**src/sv/ultrasonic_echo_ranger_unit_defines.svh**
```systemverilog
// Assertion macros shared by the ultrasonic echo ranger modules
`ifndef ULTRASONIC_ECHO_RANGER_UNIT_DEFINES_SVH
`define ULTRASONIC_ECHO_RANGER_UNIT_DEFINES_SVH

// Check a consequence in the same cycle as its antecedent
`define UER_ASSERT_SAME(lbl, ante, cons, msg) \
    lbl: assert property (@(posedge i_clk) disable iff (!i_rst_n) (ante) |-> (cons)) \
        else $error(msg);

// Check a consequence in the cycle after its antecedent
`define UER_ASSERT_NEXT(lbl, ante, cons, msg) \
    lbl: assert property (@(posedge i_clk) disable iff (!i_rst_n) (ante) |=> (cons)) \
        else $error(msg);

`endif

```
**src/sv/uer_pkg.sv**
```systemverilog
// Types and constants for the ultrasonic echo ranger
package uer_pkg;

    localparam int COUNT_WIDTH = 16;
    localparam int EXT_W       = 32;
    localparam int DIV_STEPS   = 16;
    localparam int STEP_W      = $clog2(DIV_STEPS);
    localparam int CFG_IDX_W   = 2;
    localparam int CFG_DATA_W  = 16;

    // Register indexes
    localparam logic [CFG_IDX_W-1:0] CFG_TRIGGER_TICKS = 2'd0;
    localparam logic [CFG_IDX_W-1:0] CFG_TOO_FAR_LIMIT = 2'd1;
    localparam logic [CFG_IDX_W-1:0] CFG_TICKS_PER_CM  = 2'd2;

    // Register reset values
    localparam logic [7:0]  RST_TRIGGER_TICKS = 8'd16;
    localparam logic [15:0] RST_TOO_FAR_LIMIT = 16'd4000;
    localparam logic [7:0]  RST_TICKS_PER_CM  = 8'd58;

    // Result status codes
    localparam logic [1:0] ST_OK      = 2'd0;
    localparam logic [1:0] ST_TOO_FAR = 2'd1;
    localparam logic [1:0] ST_ERROR   = 2'd2;

    // Measurement phase
    typedef enum logic [1:0] {
        PH_IDLE,
        PH_TRIG,
        PH_WAIT_START,
        PH_WAIT_STOP
    } t_phase;

    // Handshake controller state
    typedef enum logic [1:0] {
        S_IDLE,
        S_DIV,
        S_HOLD
    } t_state;

    typedef struct packed {
        logic load;
        logic step;
    } t_cmd;

    typedef struct packed {
        logic need_div;
        logic div_last;
    } t_sts;

endpackage

```
**src/sv/uer_if.sv**
```systemverilog
// Item and configuration channel interfaces
interface uer_in_if;
    logic valid;
    logic ready;
    logic start_req;
    logic echo_level;
    modport source (output valid, output start_req, output echo_level, input ready);
    modport sink (input valid, input start_req, input echo_level, output ready);
endinterface

interface uer_out_if;
    logic        valid;
    logic        ready;
    logic        trigger_out;
    logic        done_res;
    logic [1:0]  status;
    logic [15:0] echo_width;
    logic [15:0] distance_cm;
    modport source (output valid, output trigger_out, output done_res, output status,
                    output echo_width, output distance_cm, input ready);
    modport sink (input valid, input trigger_out, input done_res, input status,
                  input echo_width, input distance_cm, output ready);
endinterface

interface uer_cfg_if;
    logic        valid;
    logic        ready;
    logic [1:0]  index;
    logic [15:0] data;
    modport source (output valid, output index, output data, input ready);
    modport sink (input valid, input index, input data, output ready);
endinterface

```
**src/sv/uer_ctrl.sv**
```systemverilog
// Handshake controller: sequences item acceptance, division and result hold
`include "ultrasonic_echo_ranger_unit_defines.svh"

module uer_ctrl (
    input  logic          i_clk,
    input  logic          i_rst_n,
    input  logic          i_in_valid,
    output logic          o_in_ready,
    output logic          o_out_valid,
    input  logic          i_out_ready,
    input  uer_pkg::t_sts i_sts,
    output uer_pkg::t_cmd o_cmd
);
    import uer_pkg::*;

    t_state r_state;
    t_state n_state;
    logic   accept;

    // State register
    always_ff @(posedge i_clk) begin
        if (!i_rst_n) begin
            r_state <= S_IDLE;
        end else begin
            r_state <= n_state;
        end
    end

    // Next state and commands
    always_comb begin
        o_in_ready  = 1'b0;
        o_out_valid = 1'b0;
        n_state     = r_state;
        unique case (r_state)
            S_IDLE: begin
                o_in_ready = 1'b1;
            end
            S_DIV: begin
                if (i_sts.div_last) begin
                    n_state = S_HOLD;
                end
            end
            S_HOLD: begin
                o_out_valid = 1'b1;
                o_in_ready  = i_out_ready;
                if (i_out_ready) begin
                    n_state = S_IDLE;
                end
            end
            default: begin
                n_state = S_IDLE;
            end
        endcase
        accept = i_in_valid && o_in_ready;
        // Take a new item: divide first when a distance is due
        if (accept) begin
            n_state = i_sts.need_div ? S_DIV : S_HOLD;
        end
        o_cmd.load = accept;
        o_cmd.step = (r_state == S_DIV);
    end

    `UER_ASSERT_NEXT(a_div_hides_result, accept && i_sts.need_div, !o_out_valid, "result shown before division")
    `UER_ASSERT_NEXT(a_plain_result, accept && !i_sts.need_div, o_out_valid, "plain result not shown next cycle")
    `UER_ASSERT_NEXT(a_div_ends, (r_state == S_DIV) && i_sts.div_last, o_out_valid, "division end without result")

endmodule

```
**src/sv/uer_dp.sv**
```systemverilog
// Datapath: config registers, measurement phase, result register, divider
`include "ultrasonic_echo_ranger_unit_defines.svh"

module uer_dp (
    input  logic                           i_clk,
    input  logic                           i_rst_n,
    input  logic                           i_cfg_we,
    input  logic [uer_pkg::CFG_IDX_W-1:0]  i_cfg_index,
    input  logic [uer_pkg::CFG_DATA_W-1:0] i_cfg_data,
    input  logic                           i_start_req,
    input  logic                           i_echo_level,
    input  uer_pkg::t_cmd                  i_cmd,
    output uer_pkg::t_sts                  o_sts,
    output logic                           o_trigger_out,
    output logic                           o_done_res,
    output logic [1:0]                     o_status,
    output logic [15:0]                    o_echo_width,
    output logic [15:0]                    o_distance_cm
);
    import uer_pkg::*;

    // Configuration
    logic [7:0]  r_trigger_ticks;
    logic [15:0] r_too_far_limit;
    logic [7:0]  r_ticks_per_cm;

    // Measurement state
    t_phase                 r_phase, n_phase;
    logic [COUNT_WIDTH-1:0] r_tick_count, n_tick_count;
    logic                   r_echo_prev;

    // Result and divider
    logic              r_trig, n_trig;
    logic              r_done, n_done;
    logic [1:0]        r_status, n_status;
    logic [15:0]       r_width, n_width;
    logic [15:0]       r_quo;
    logic [7:0]        r_rem;
    logic [7:0]        r_div;
    logic [STEP_W-1:0] r_step;

    logic                   edge_seen;
    logic [7:0]             trig_len;
    logic [7:0]             div_val;
    logic [COUNT_WIDTH-1:0] tick_inc;
    logic [EXT_W-1:0]       cnt_ext;
    logic                   need_div;
    logic [8:0]             rem_sh;
    logic                   rem_ge;

    // Config writes; indexes beyond the list are dropped
    always_ff @(posedge i_clk) begin
        if (!i_rst_n) begin
            r_trigger_ticks <= RST_TRIGGER_TICKS;
            r_too_far_limit <= RST_TOO_FAR_LIMIT;
            r_ticks_per_cm  <= RST_TICKS_PER_CM;
        end else if (i_cfg_we) begin
            unique case (i_cfg_index)
                CFG_TRIGGER_TICKS: r_trigger_ticks <= i_cfg_data[7:0];
                CFG_TOO_FAR_LIMIT: r_too_far_limit <= i_cfg_data;
                CFG_TICKS_PER_CM:  r_ticks_per_cm  <= i_cfg_data[7:0];
                default: ;
            endcase
        end
    end

    // One tick of the measurement
    always_comb begin
        edge_seen    = (i_echo_level != r_echo_prev);
        trig_len     = (r_trigger_ticks == 8'd0) ? 8'd1 : r_trigger_ticks;
        div_val      = (r_ticks_per_cm == 8'd0) ? 8'd1 : r_ticks_per_cm;
        tick_inc     = (r_tick_count != {COUNT_WIDTH{1'b1}}) ?
                       r_tick_count + COUNT_WIDTH'(1) : r_tick_count;
        cnt_ext      = EXT_W'(r_tick_count);
        n_phase      = r_phase;
        n_tick_count = r_tick_count;
        n_trig       = 1'b0;
        n_done       = 1'b0;
        n_status     = ST_OK;
        n_width      = 16'd0;
        need_div     = 1'b0;
        unique case (r_phase)
            PH_IDLE: begin
                if (i_start_req) begin
                    n_trig = 1'b1;
                    if (trig_len == 8'd1) begin
                        n_phase      = PH_WAIT_START;
                        n_tick_count = '0;
                    end else begin
                        n_phase      = PH_TRIG;
                        n_tick_count = COUNT_WIDTH'(1);
                    end
                end
            end
            PH_TRIG: begin
                if (edge_seen) begin
                    n_done       = 1'b1;
                    n_status     = ST_ERROR;
                    n_phase      = PH_IDLE;
                    n_tick_count = '0;
                end else begin
                    n_trig = 1'b1;
                    if (EXT_W'(tick_inc) >= EXT_W'(trig_len)) begin
                        n_phase      = PH_WAIT_START;
                        n_tick_count = '0;
                    end else begin
                        n_tick_count = tick_inc;
                    end
                end
            end
            PH_WAIT_START: begin
                if (edge_seen && i_echo_level) begin
                    n_phase      = PH_WAIT_STOP;
                    n_tick_count = COUNT_WIDTH'(1);
                end
            end
            PH_WAIT_STOP: begin
                if (i_echo_level) begin
                    n_tick_count = tick_inc;
                end else begin
                    n_done       = 1'b1;
                    n_width      = (cnt_ext > EXT_W'(16'hFFFF)) ? 16'hFFFF : cnt_ext[15:0];
                    n_status     = (cnt_ext > EXT_W'(r_too_far_limit)) ? ST_TOO_FAR : ST_OK;
                    need_div     = (n_status == ST_OK);
                    n_phase      = PH_IDLE;
                    n_tick_count = '0;
                end
            end
            default: begin
                n_phase = PH_IDLE;
            end
        endcase
        o_sts.need_div = need_div;
        o_sts.div_last = (r_step == STEP_W'(DIV_STEPS - 1));
    end

    // Restoring division step: one quotient bit per cycle
    always_comb begin
        rem_sh = {r_rem, r_quo[15]};
        rem_ge = (rem_sh >= {1'b0, r_div});
    end

    // Measurement state advances on each accepted item
    always_ff @(posedge i_clk) begin
        if (!i_rst_n) begin
            r_phase      <= PH_IDLE;
            r_tick_count <= '0;
            r_echo_prev  <= 1'b0;
        end else if (i_cmd.load) begin
            r_phase      <= n_phase;
            r_tick_count <= n_tick_count;
            r_echo_prev  <= i_echo_level;
        end
    end

    // Result register; the quotient register doubles as distance
    always_ff @(posedge i_clk) begin
        if (!i_rst_n) begin
            r_trig   <= 1'b0;
            r_done   <= 1'b0;
            r_status <= ST_OK;
            r_width  <= 16'd0;
            r_quo    <= 16'd0;
            r_rem    <= 8'd0;
            r_div    <= 8'd1;
            r_step   <= '0;
        end else if (i_cmd.load) begin
            r_trig   <= n_trig;
            r_done   <= n_done;
            r_status <= n_status;
            r_width  <= n_width;
            r_quo    <= need_div ? n_width : 16'd0;
            r_rem    <= 8'd0;
            r_div    <= div_val;
            r_step   <= '0;
        end else if (i_cmd.step) begin
            r_quo  <= {r_quo[14:0], rem_ge};
            r_rem  <= rem_ge ? 8'(rem_sh - {1'b0, r_div}) : rem_sh[7:0];
            r_step <= r_step + STEP_W'(1);
        end
    end

    assign o_trigger_out = r_trig;
    assign o_done_res    = r_done;
    assign o_status      = r_status;
    assign o_echo_width  = r_width;
    assign o_distance_cm = r_quo;

    `UER_ASSERT_SAME(a_trig_not_done, r_trig, !r_done, "trigger high on a finishing tick")
    `UER_ASSERT_SAME(a_error_no_width, r_status == ST_ERROR, (r_width == 16'd0) && (r_quo == 16'd0), "error result carries data")
    `UER_ASSERT_NEXT(a_div_restart, i_cmd.load && need_div, r_step == '0, "division counter not restarted")

endmodule

```
**src/sv/ultrasonic_echo_ranger_unit.sv**
```systemverilog
// Top level of the ultrasonic echo ranger
//
// Use: each item on i_in is one microsecond tick carrying start_req and the
// sampled echo level. Every accepted item yields exactly one result item on
// o_out: the trigger level to drive this tick, done_res on the tick a
// measurement ends, status (ok, too far, echo edge during trigger), the echo
// width in ticks and the distance in centimetres.
// i_cfg writes trigger_ticks (0), too_far_limit (1) and ticks_per_cm (2); it
// is always ready and should be used only while the block is idle.
// A result is registered and shown in the cycle after its item is accepted;
// a tick that ends an in-range echo first runs through the 16 quotient-bit
// steps of the serial divider. One item is processed at a time, so no new
// item is accepted until the result of the last one is taken.
// A held result does not block: the next item is accepted on the same edge
// the result is taken. While the receiver stalls, the result holds and
// i_in.ready stays low.
// Reset: synchronous active low; restores register defaults (16, 4000, 58),
// returns the measurement to idle and clears the held result.
module ultrasonic_echo_ranger_unit (
    input  logic   i_clk,
    input  logic   i_rst_n,
    uer_in_if.sink    i_in,
    uer_out_if.source o_out,
    uer_cfg_if.sink   i_cfg
);
    import uer_pkg::*;

    t_cmd cmd;
    t_sts sts;

    // Config channel never stalls
    assign i_cfg.ready = 1'b1;

    uer_ctrl u_ctrl (
        .i_clk       (i_clk),
        .i_rst_n     (i_rst_n),
        .i_in_valid  (i_in.valid),
        .o_in_ready  (i_in.ready),
        .o_out_valid (o_out.valid),
        .i_out_ready (o_out.ready),
        .i_sts       (sts),
        .o_cmd       (cmd)
    );

    uer_dp u_dp (
        .i_clk         (i_clk),
        .i_rst_n       (i_rst_n),
        .i_cfg_we      (i_cfg.valid),
        .i_cfg_index   (i_cfg.index),
        .i_cfg_data    (i_cfg.data),
        .i_start_req   (i_in.start_req),
        .i_echo_level  (i_in.echo_level),
        .i_cmd         (cmd),
        .o_sts         (sts),
        .o_trigger_out (o_out.trigger_out),
        .o_done_res    (o_out.done_res),
        .o_status      (o_out.status),
        .o_echo_width  (o_out.echo_width),
        .o_distance_cm (o_out.distance_cm)
    );

endmodule
```
**src/flat_wrapper.sv**
```systemverilog
// flat-port wrapper written by rule: the top's interface ports become plain ports
module ultrasonic_echo_ranger_unit_flat import uer_pkg::*;
  (i_clk, i_rst_n, i_in_valid, i_in_start_req, i_in_echo_level, i_in_ready, o_out_valid, o_out_trigger_out, o_out_done_res, o_out_status, o_out_echo_width, o_out_distance_cm, o_out_ready, i_cfg_valid, i_cfg_index, i_cfg_data, i_cfg_ready);
  uer_in_if i_in_i ();
  uer_out_if o_out_i ();
  uer_cfg_if i_cfg_i ();
  input  logic i_clk;
  input  logic i_rst_n;
  input wire logic [$bits(i_in_i.valid)-1:0] i_in_valid;
  input wire logic [$bits(i_in_i.start_req)-1:0] i_in_start_req;
  input wire logic [$bits(i_in_i.echo_level)-1:0] i_in_echo_level;
  output wire logic [$bits(i_in_i.ready)-1:0] i_in_ready;
  output wire logic [$bits(o_out_i.valid)-1:0] o_out_valid;
  output wire logic [$bits(o_out_i.trigger_out)-1:0] o_out_trigger_out;
  output wire logic [$bits(o_out_i.done_res)-1:0] o_out_done_res;
  output wire logic [$bits(o_out_i.status)-1:0] o_out_status;
  output wire logic [$bits(o_out_i.echo_width)-1:0] o_out_echo_width;
  output wire logic [$bits(o_out_i.distance_cm)-1:0] o_out_distance_cm;
  input wire logic [$bits(o_out_i.ready)-1:0] o_out_ready;
  input wire logic [$bits(i_cfg_i.valid)-1:0] i_cfg_valid;
  input wire logic [$bits(i_cfg_i.index)-1:0] i_cfg_index;
  input wire logic [$bits(i_cfg_i.data)-1:0] i_cfg_data;
  output wire logic [$bits(i_cfg_i.ready)-1:0] i_cfg_ready;
  assign i_in_i.valid = i_in_valid;
  assign i_in_i.start_req = i_in_start_req;
  assign i_in_i.echo_level = i_in_echo_level;
  assign i_in_ready = i_in_i.ready;
  assign o_out_valid = o_out_i.valid;
  assign o_out_trigger_out = o_out_i.trigger_out;
  assign o_out_done_res = o_out_i.done_res;
  assign o_out_status = o_out_i.status;
  assign o_out_echo_width = o_out_i.echo_width;
  assign o_out_distance_cm = o_out_i.distance_cm;
  assign o_out_i.ready = o_out_ready;
  assign i_cfg_i.valid = i_cfg_valid;
  assign i_cfg_i.index = i_cfg_index;
  assign i_cfg_i.data = i_cfg_data;
  assign i_cfg_ready = i_cfg_i.ready;
  ultrasonic_echo_ranger_unit u_core (.i_clk(i_clk), .i_rst_n(i_rst_n), .i_in(i_in_i), .o_out(o_out_i), .i_cfg(i_cfg_i));
endmodule
```
**config.mk**
```make
export PLATFORM = sky130hd
export DESIGN_NAME = ultrasonic_echo_ranger_unit_flat
export DESIGN_NICKNAME = d
export VERILOG_FILES = /design/src/sv/uer_pkg.sv /design/src/sv/uer_if.sv /design/src/sv/uer_ctrl.sv /design/src/sv/uer_dp.sv /design/src/sv/ultrasonic_echo_ranger_unit.sv /design/src/flat_wrapper.sv
export VERILOG_INCLUDE_DIRS = /design/src /design/src/sv
export SDC_FILE = /design/constraint.sdc
export NUM_CORES = 1
export LEC_CHECK = 0
export BUFFER_PORTS_ARGS = -buffer_cell sky130_fd_sc_hd__buf_2
export CAP_MARGIN = 20
export CORE_UTILIZATION = 40
export CTS_CLUSTER_DIAMETER = 150
export DETAILED_ROUTE_END_ITERATION = 16
export GPL_TIMING_DRIVEN = 0
export PLACE_DENSITY_LB_ADDON = 0.2
export SLEW_MARGIN = 20
export SYNTH_ARGS = -nofsm -noshare
export SYNTH_HDL_FRONTEND = slang
export SYNTH_HIERARCHICAL = 1
export SYNTH_SLANG_ARGS = --single-unit
```
**constraint.sdc**
```tcl
create_clock -name i_clk -period 3.7 [get_ports i_clk]
set_input_delay 0.74 -clock i_clk [delete_from_list [all_inputs] [get_ports i_clk]]
set_output_delay 0.74 -clock i_clk [all_outputs]
set_load 0.05 [all_outputs]
```
# ---- Word-level counts from Yosys, hierarchy flattened
# Index checks and enable logic that the tools add are counted.
dict set report word_totals {
  ff_bits 109
  romBits 0
  ramBits 0
  word_cells 98
  latch_bits 0
  out_inout_bits 39
  n_memories 0
  inputBits 25
}
dict set report op_classes {
  n_lt_le_gt_ge 3
  n_bitwise 1
  mux 42
  div_mod_pow 0
  multipliers 0
  add_sub_neg 3
  reduce_logical 16
  shift 0
  eq_ne 18
}
# op n
set op_table {}
lappend op_table {{16-bit 2-to-1 mux} 11}
lappend op_table {{16-bit case mux with 4 select lines} 1}
lappend op_table {{8-bit 2-to-1 mux} 3}
lappend op_table {{2-bit 2-to-1 mux} 11}
lappend op_table {{16-bit by 1-bit adder with 16-bit output (second input constant)} 1}
lappend op_table {{16-bit by 8-bit greater-or-equal comparator with 1-bit output} 1}
lappend op_table {{16-bit greater-than comparator} 1}
lappend op_table {{8-bit zero test} 2}
lappend op_table {{16-bit inequality test (second input constant)} 1}
lappend op_table {{1-bit 2-to-1 mux} 10}
lappend op_table {{9-bit by 8-bit greater-or-equal comparator with 1-bit output} 1}
lappend op_table {{3-bit inequality test (second input constant)} 3}
lappend op_table {{2-bit equality test (second input constant)} 4}
lappend op_table {{8-bit by 1-bit equality test with 1-bit output (second input constant)} 1}
lappend op_table {{2-bit zero test} 4}
lappend op_table {{2-bit inequality test (second input constant)} 4}
lappend op_table {{2-bit case mux with 4 select lines} 1}
lappend op_table {{8-bit subtractor} 1}
lappend op_table {{2-bit by 1-bit equality test with 1-bit output (second input constant)} 3}
lappend op_table {{1-bit case mux with 2 select lines} 3}
lappend op_table {{2-bit case mux with 3 select lines} 1}
lappend op_table {{2-bit AND reduction} 3}
lappend op_table {{3-bit AND reduction} 2}
lappend op_table {{5-bit AND reduction} 1}
lappend op_table {{8 further kinds} 9}

# ---- Logic depth before layout (Yosys ltp)
dict set report depth {
  depth_word 7
  mapped_depth 16
  depth_no_buf 15
}

# ---- Modules after synthesis
# Netlist, hierarchy kept.
# mod area_each_um2 cells_per_inst seq_area_each_um2 instances
set by_module_without_submodules {}
lappend by_module_without_submodules {uer_dp 5675.4 669 2142.1 1}
lappend by_module_without_submodules {uer_ctrl 132.6 14 40.0 1}
lappend by_module_without_submodules {ultrasonic_echo_ranger_unit 11.3 2 0.0 1}

# ---- Worst setup path before layout
# Ideal clock, no wire load.
dict set report synth_timing {
  path_kind {reg2reg}
  startpoint {reg u_core.u_dp.r_tick_count[0]}
  endpoint {reg u_core.u_dp.r_tick_count[0]}
  path_buffers 1
  arrival_ps 3541
  synth_period_minus_slack_ps 3629
  slack_ps 71
  required_ps 3612
  path_stages_with_launch 16
  setup_time_ps 88
  path_cell_list {dfxtp_1 ha_1 nand4_1 nor4_4 nor2_1 and3_1 xor2_1 ha_1 a211oi_1 nor2_1 a2111oi_4 nand4_1 nor4b_2 buf_4 nor3_1 o32ai_2}
}
dict set report synth_between {
  elab_chain_len 6
  word_cells_on_any_way 8
  cone_classes {add/sub: 1; order compare: 1; eq/ne: 1; mux: 5}
}
# element line_no
set synth_rtl {}
lappend synth_rtl {{from (decl)} uer_dp.sv:29} ;# logic [COUNT_WIDTH-1:0] r_tick_count, n_tick_count;
lappend synth_rtl {{from (signal assigned)} uer_dp.sv:151} ;# r_tick_count <= n_tick_count;
lappend synth_rtl {{16-bit by 1-bit adder with 16-bit output or 16-bit inequality test (tied branches)} {uer_dp.sv:73, uer_dp.sv:72}}
lappend synth_rtl {{16-bit 2-to-1 mux (*)} uer_dp.sv:72} ;# tick_inc = (r_tick_count != {COUNT_WIDTH{1'b1}}) ?
lappend synth_rtl {{16-bit by 8-bit greater-or-equal comparator with 1-bit output} uer_dp.sv:103} ;# if (EXT_W'(tick_inc) >= EXT_W'(trig_len)) begin
lappend synth_rtl {{16-bit 2-to-1 mux} uer_dp.sv:103}
lappend synth_rtl {{16-bit 2-to-1 mux} uer_dp.sv:96} ;# if (edge_seen) begin
lappend synth_rtl {{16-bit case mux with 4 select lines (*)} uer_dp.sv:82} ;# unique case (r_phase)
# Mark *: on every way between the ends. The rest lies on a longest branch, timed or not.
# A chain may end at the register's enable or synchronous reset.

# ---- Worst setup path after layout
dict set report layout_timing {
  startpoint {reg u_core.u_dp.r_tick_count[15]}
  endpoint {reg u_core.u_dp.r_tick_count[14]}
}
# The elaborated chain is that of the path after synthesis.

==> impl_metrics.py <==
metrics = {
    "floorplanning": {
        "fp-row-count": 43,
        "core_um2": 14000,
        "die_x_um": 123,
        "fp.dieArea_um2": 15000,
        "initial_core_util_pct": 41.4,
        "ios": 64,
        "dieHeight_um": 123,
    },
    "worst_setup_path": {
        "cp_max_fo": 8,
        "r2r_end": "u_core/u_dp/r_tick_count[14]",
        "r2r-start": "u_core/u_dp/r_tick_count[15]",
        "rr_worst_depth": 16,
        "required_ns": 3.96,
        "path_common_cell": "buf_4",
        "crit_arrival_ns": 3.94,
        "end_kind": "flip-flop",
        "worst-setup-path-type": "reg2reg",
        "cp_slowest_cell": "dfxtp_1",
        "ff2ff_setup_slack_ns": 0.02,
        "critPathLaunchType": "flip-flop",
        "crit_path_max_incr_delay_ns": 0.54,
        "path_cells": "nand4_1 -> nor4_4 -> buf_4 -> buf_4 -> nor2_2 -> and3_4 -> xor2_2 -> ha_1 -> a211oi_2 -> nor2_2 -> a2111oi_4 -> nand4_1 -> nor4b_2 -> buf_4 -> o21ai_4 -> a221oi_2",
    },
    "layout": {
        "final_cell_count_no_fill": 961,
        "drive_above_1_share_pct": 18.8,
        "area_growth_pct": 18.5,
        "mostFrequentLayoutCell": "nand2_1",
        "insertedDiodeCount": 0,
        "fin_nets": 837,
        "most-common-layout-cells": "nand2_1, dfxtp_1, buf_2, inv_1, o21ai_0",
        "fillers": 1395,
        "utilization_pct": 49.1,
    },
    "sta": {
        "post-route-period-util_pct": 99.4,
        "worstMarginPinSlew_ns": 0.809,
        "final.min_clock_period_ns": 3.68,
        "final_hold_viol_count": 0,
        "relSlewSlack_pct": 46.1,
        "rsz0062_at_grt": "yes",
        "drv_slew": 0,
        "fin_hold_ws_ns": 0.435,
        "worst_slack_ns": 0.0235,
        "max_freq_mhz": 272,
        "fin_worst_skew_ns": 0.00582,
        "setup-violations-final": 0,
    },
    "synth": {
        "synth_top_cell_by_area": "dfxtp_1",
        "synthesis.nets": 746,
        "synth_compound_gate_area_share_pct": 19.5,
        "syn_area_um2": 5820,
        "synthArstFlopShare_pct": 0,
        "yosys_most_used_dff": "dfxtp_1",
        "synth-xor-area-share_pct": 1.81,
        "synth_warnings": 6,
        "ys_seq_area_share_pct": 37.5,
        "synthSimpleGateAreaFrac_pct": 23.0,
        "synth_top_family_by_area": "simple AND/OR/NAND/NOR gates",
        "ys_seq_elements": 109,
        "synthAdderAreaFrac_pct": 7.87,
        "synth_cell_types": 73,
        "syn_inst": 685,
        "yosysTopAreaCellShare_pct": 37.5,
        "synth.area.top_cells": "dfxtp_1, ha_1, nand2_1, mux2i_1, o21ai_0",
        "synth_edf_count": 0,
        "syn_avg_cell_area_um2": 8.50,
        "synthMuxAreaShare_pct": 4.36,
    },
    "clocking": {
        "clk-insertion-delay-late_ns": 0.35,
        "cts_tree": "built",
        "clkTransAtPathRegs_ns": 0.07,
        "cts_buffers": 9,
        "clockRootBuffer": "clkbuf_16",
        "h-tree-depth": 3,
        "postCtsHoldBufs": 0,
        "cts_buffer_depth": 2,
        "cts_sinks": 109,
    },
    "hold_path": {
        "hp-start": "u_core/u_dp/o_echo_width[15]",
        "worstHoldPathCells": 2,
        "hold_class": "reg2reg",
        "hold_path_end": "u_core/u_dp/o_echo_width[15]",
    },
    "grt": {
        "globalRouteOverflowTotal": 0,
        "grt_pass1_wl_mm": 24.3,
        "antenna_found_initial": 0,
        "gr-usage-all-layers_pct": 21.0,
        "grt_max_degree": 17,
        "grt_pass1_vias": 4898,
    },
    "pwr": {
        "ir_drop_mv": 0.263,
        "leakagePower_uw": 0.00289,
        "powerDensity_nw_per_um2": 346,
        "power.total_uw": 2390,
    },
    "placement": {
        "port_buffers": 62,
        "dp_hpwl_mm": 11.6,
        "place_congestion": 0.872,
        "pre_cts_ws_ns": -0.662,
        "placed_cells": 927,
    },
    "routing": {
        "via_per_inst": 5.48,
        "drcViolationCount": 0,
        "vias": 5269,
        "drt-total-wl_mm": 15.5,
        "ant_nets": 0,
        "wl_per_cell_um": 16.1,
        "drtIter0Drc": 405,
        "firstDrtPassIters": 5,
    },
    "run": {
        "max-cap-violations": 0,
    },
    "status": {
        "status": "finished clean",
    },
}
[Yosys cell counts, drive strengths merged (9+ instances only)]
| cell type | instances |
|---|---|
| nand3 | 16 |
| clkbuf | 35 |
| nand2b | 21 |
| o211ai | 11 |
| inv | 42 |
| nor3 | 9 |
| mux2i | 22 |
| nand2 | 104 |
| nor2 | 26 |
| nor2b | 29 |
| nand4 | 12 |
| o21ai | 45 |
| dfxtp | 109 |
| ha | 35 |
| a21oi | 17 |
| a21boi | 13 |
| o2111ai | 16 |
| buf | 9 |
[sequential cells by signal (all words and copies together), names as in the netlist]
name and flops:
u_core/u_dp/r_step 4, u_core/u_dp/o_done_res 1, u_core/u_dp/r_trigger_ticks 8, u_core/u_dp/o_trigger_out 1, u_core/u_dp/r_phase 2, u_core/u_dp/r_div 8, u_core/u_ctrl/r_state 2, u_core/u_dp/r_tick_count 16
u_core/u_dp/o_echo_width 16, u_core/u_dp/r_echo_prev 1, u_core/u_dp/o_distance_cm 16, u_core/u_dp/r_ticks_per_cm 8, u_core/u_dp/r_rem 8, u_core/u_dp/r_too_far_limit 16, u_core/u_dp/o_status 2
[cell type report]
| type | count | area (um^2) | share of cell area, % |
|---|---|---|---|
| Timing Repair Buffer | 81 | 457 | 6.62 |
| Clock buffer | 13 | 250 | 3.63 |
| Clock inverter | 3 | 21.3 | 0.309 |
| Multi-Input combinational cell | 490 | 3390 | 49.2 |
| Inverter | 42 | 158 | 2.29 |
| Tap cell | 180 | 225 | 3.27 |
| Sequential cell | 109 | 2200 | 31.9 |
| Buffer | 43 | 194 | 2.81 |
[stage by stage]
stage	setup TNS (ns)	instance area [um^2]
6_report	0	6890
5_1_grt	-0.411	6890
4_1_cts	0	6700
3_5_place_dp	-9.65	6360
3_3_place_gp	-8.70	6350
2_1_floorplan	0	5820
[what timing repair did]
| action | 4_1_cts | 5_1_grt |
|---|---|---|
| setup endpoints to repair | 17 | 17 |
| buffers inserted | 6 | 14 |
| resized for setup | 10 | 28 |
| pin swaps | 1 | 18 |
| cloned | 0 | 0 |
| hold endpoints to repair | 0 | 0 |
[how the worst max path moves through the flow]
stage / endpoint / from / cells after the start
final: u_core/u_dp/r_tick_count[14] / u_core/u_dp/r_tick_count[15] / 16
after global routing: u_core/u_dp/r_tick_count[14] / u_core/u_dp/r_tick_count[2] / 17
after CTS: u_core/u_dp/r_tick_count[14] / u_core/u_dp/r_tick_count[7] / 15
after detailed placement: u_core/u_dp/r_tick_count[14] / u_core/u_dp/r_tick_count[1] / 15
after global placement: u_core/u_dp/r_tick_count[14] / u_core/u_dp/r_tick_count[1] / 15
after floorplan: u_core/u_dp/r_tick_count[0] / u_core/u_dp/r_tick_count[0] / 15
[cell families after synthesis]
logic type | Yosys count
fa+ha+maj | 36
compound gates | 158
buf+inv | 86
mux | 25
flops | 109
other cells | 1
xor+xnor | 12
simple gates | 258
[report_power, final]
| group | leakage (uW) | internal (uW) | switching (uW) |
|---|---|---|---|
| clock | 0.000130 | 477 | 434 |
| combinational | 0.00187 | 105 | 159 |
| sequential | 0.000888 | 1200 | 16.3 |
[routing by layer]
metal	share of wire (%)	track usage, %	vias to the layer above
met5	0	0	-
met4	1.2	6.10	0
met3	5.2	4.79	15
met2	46	34.2	154
met1	47	27.6	2488
li1	-	-	2612
[critical path, delay by kind of cell, from the launching register on]
kind	cells	cell delay (ns)
XOR/XNOR	1	0.15
AND/OR/NAND/NOR	7	1.27
adder cells (fa/ha/maj)	1	0.33
flip-flops	1	0.54
AO/OA/AOI/OAI	4	0.80
buffers and inverters	3	0.49
(Power assumes the default switching activity.)
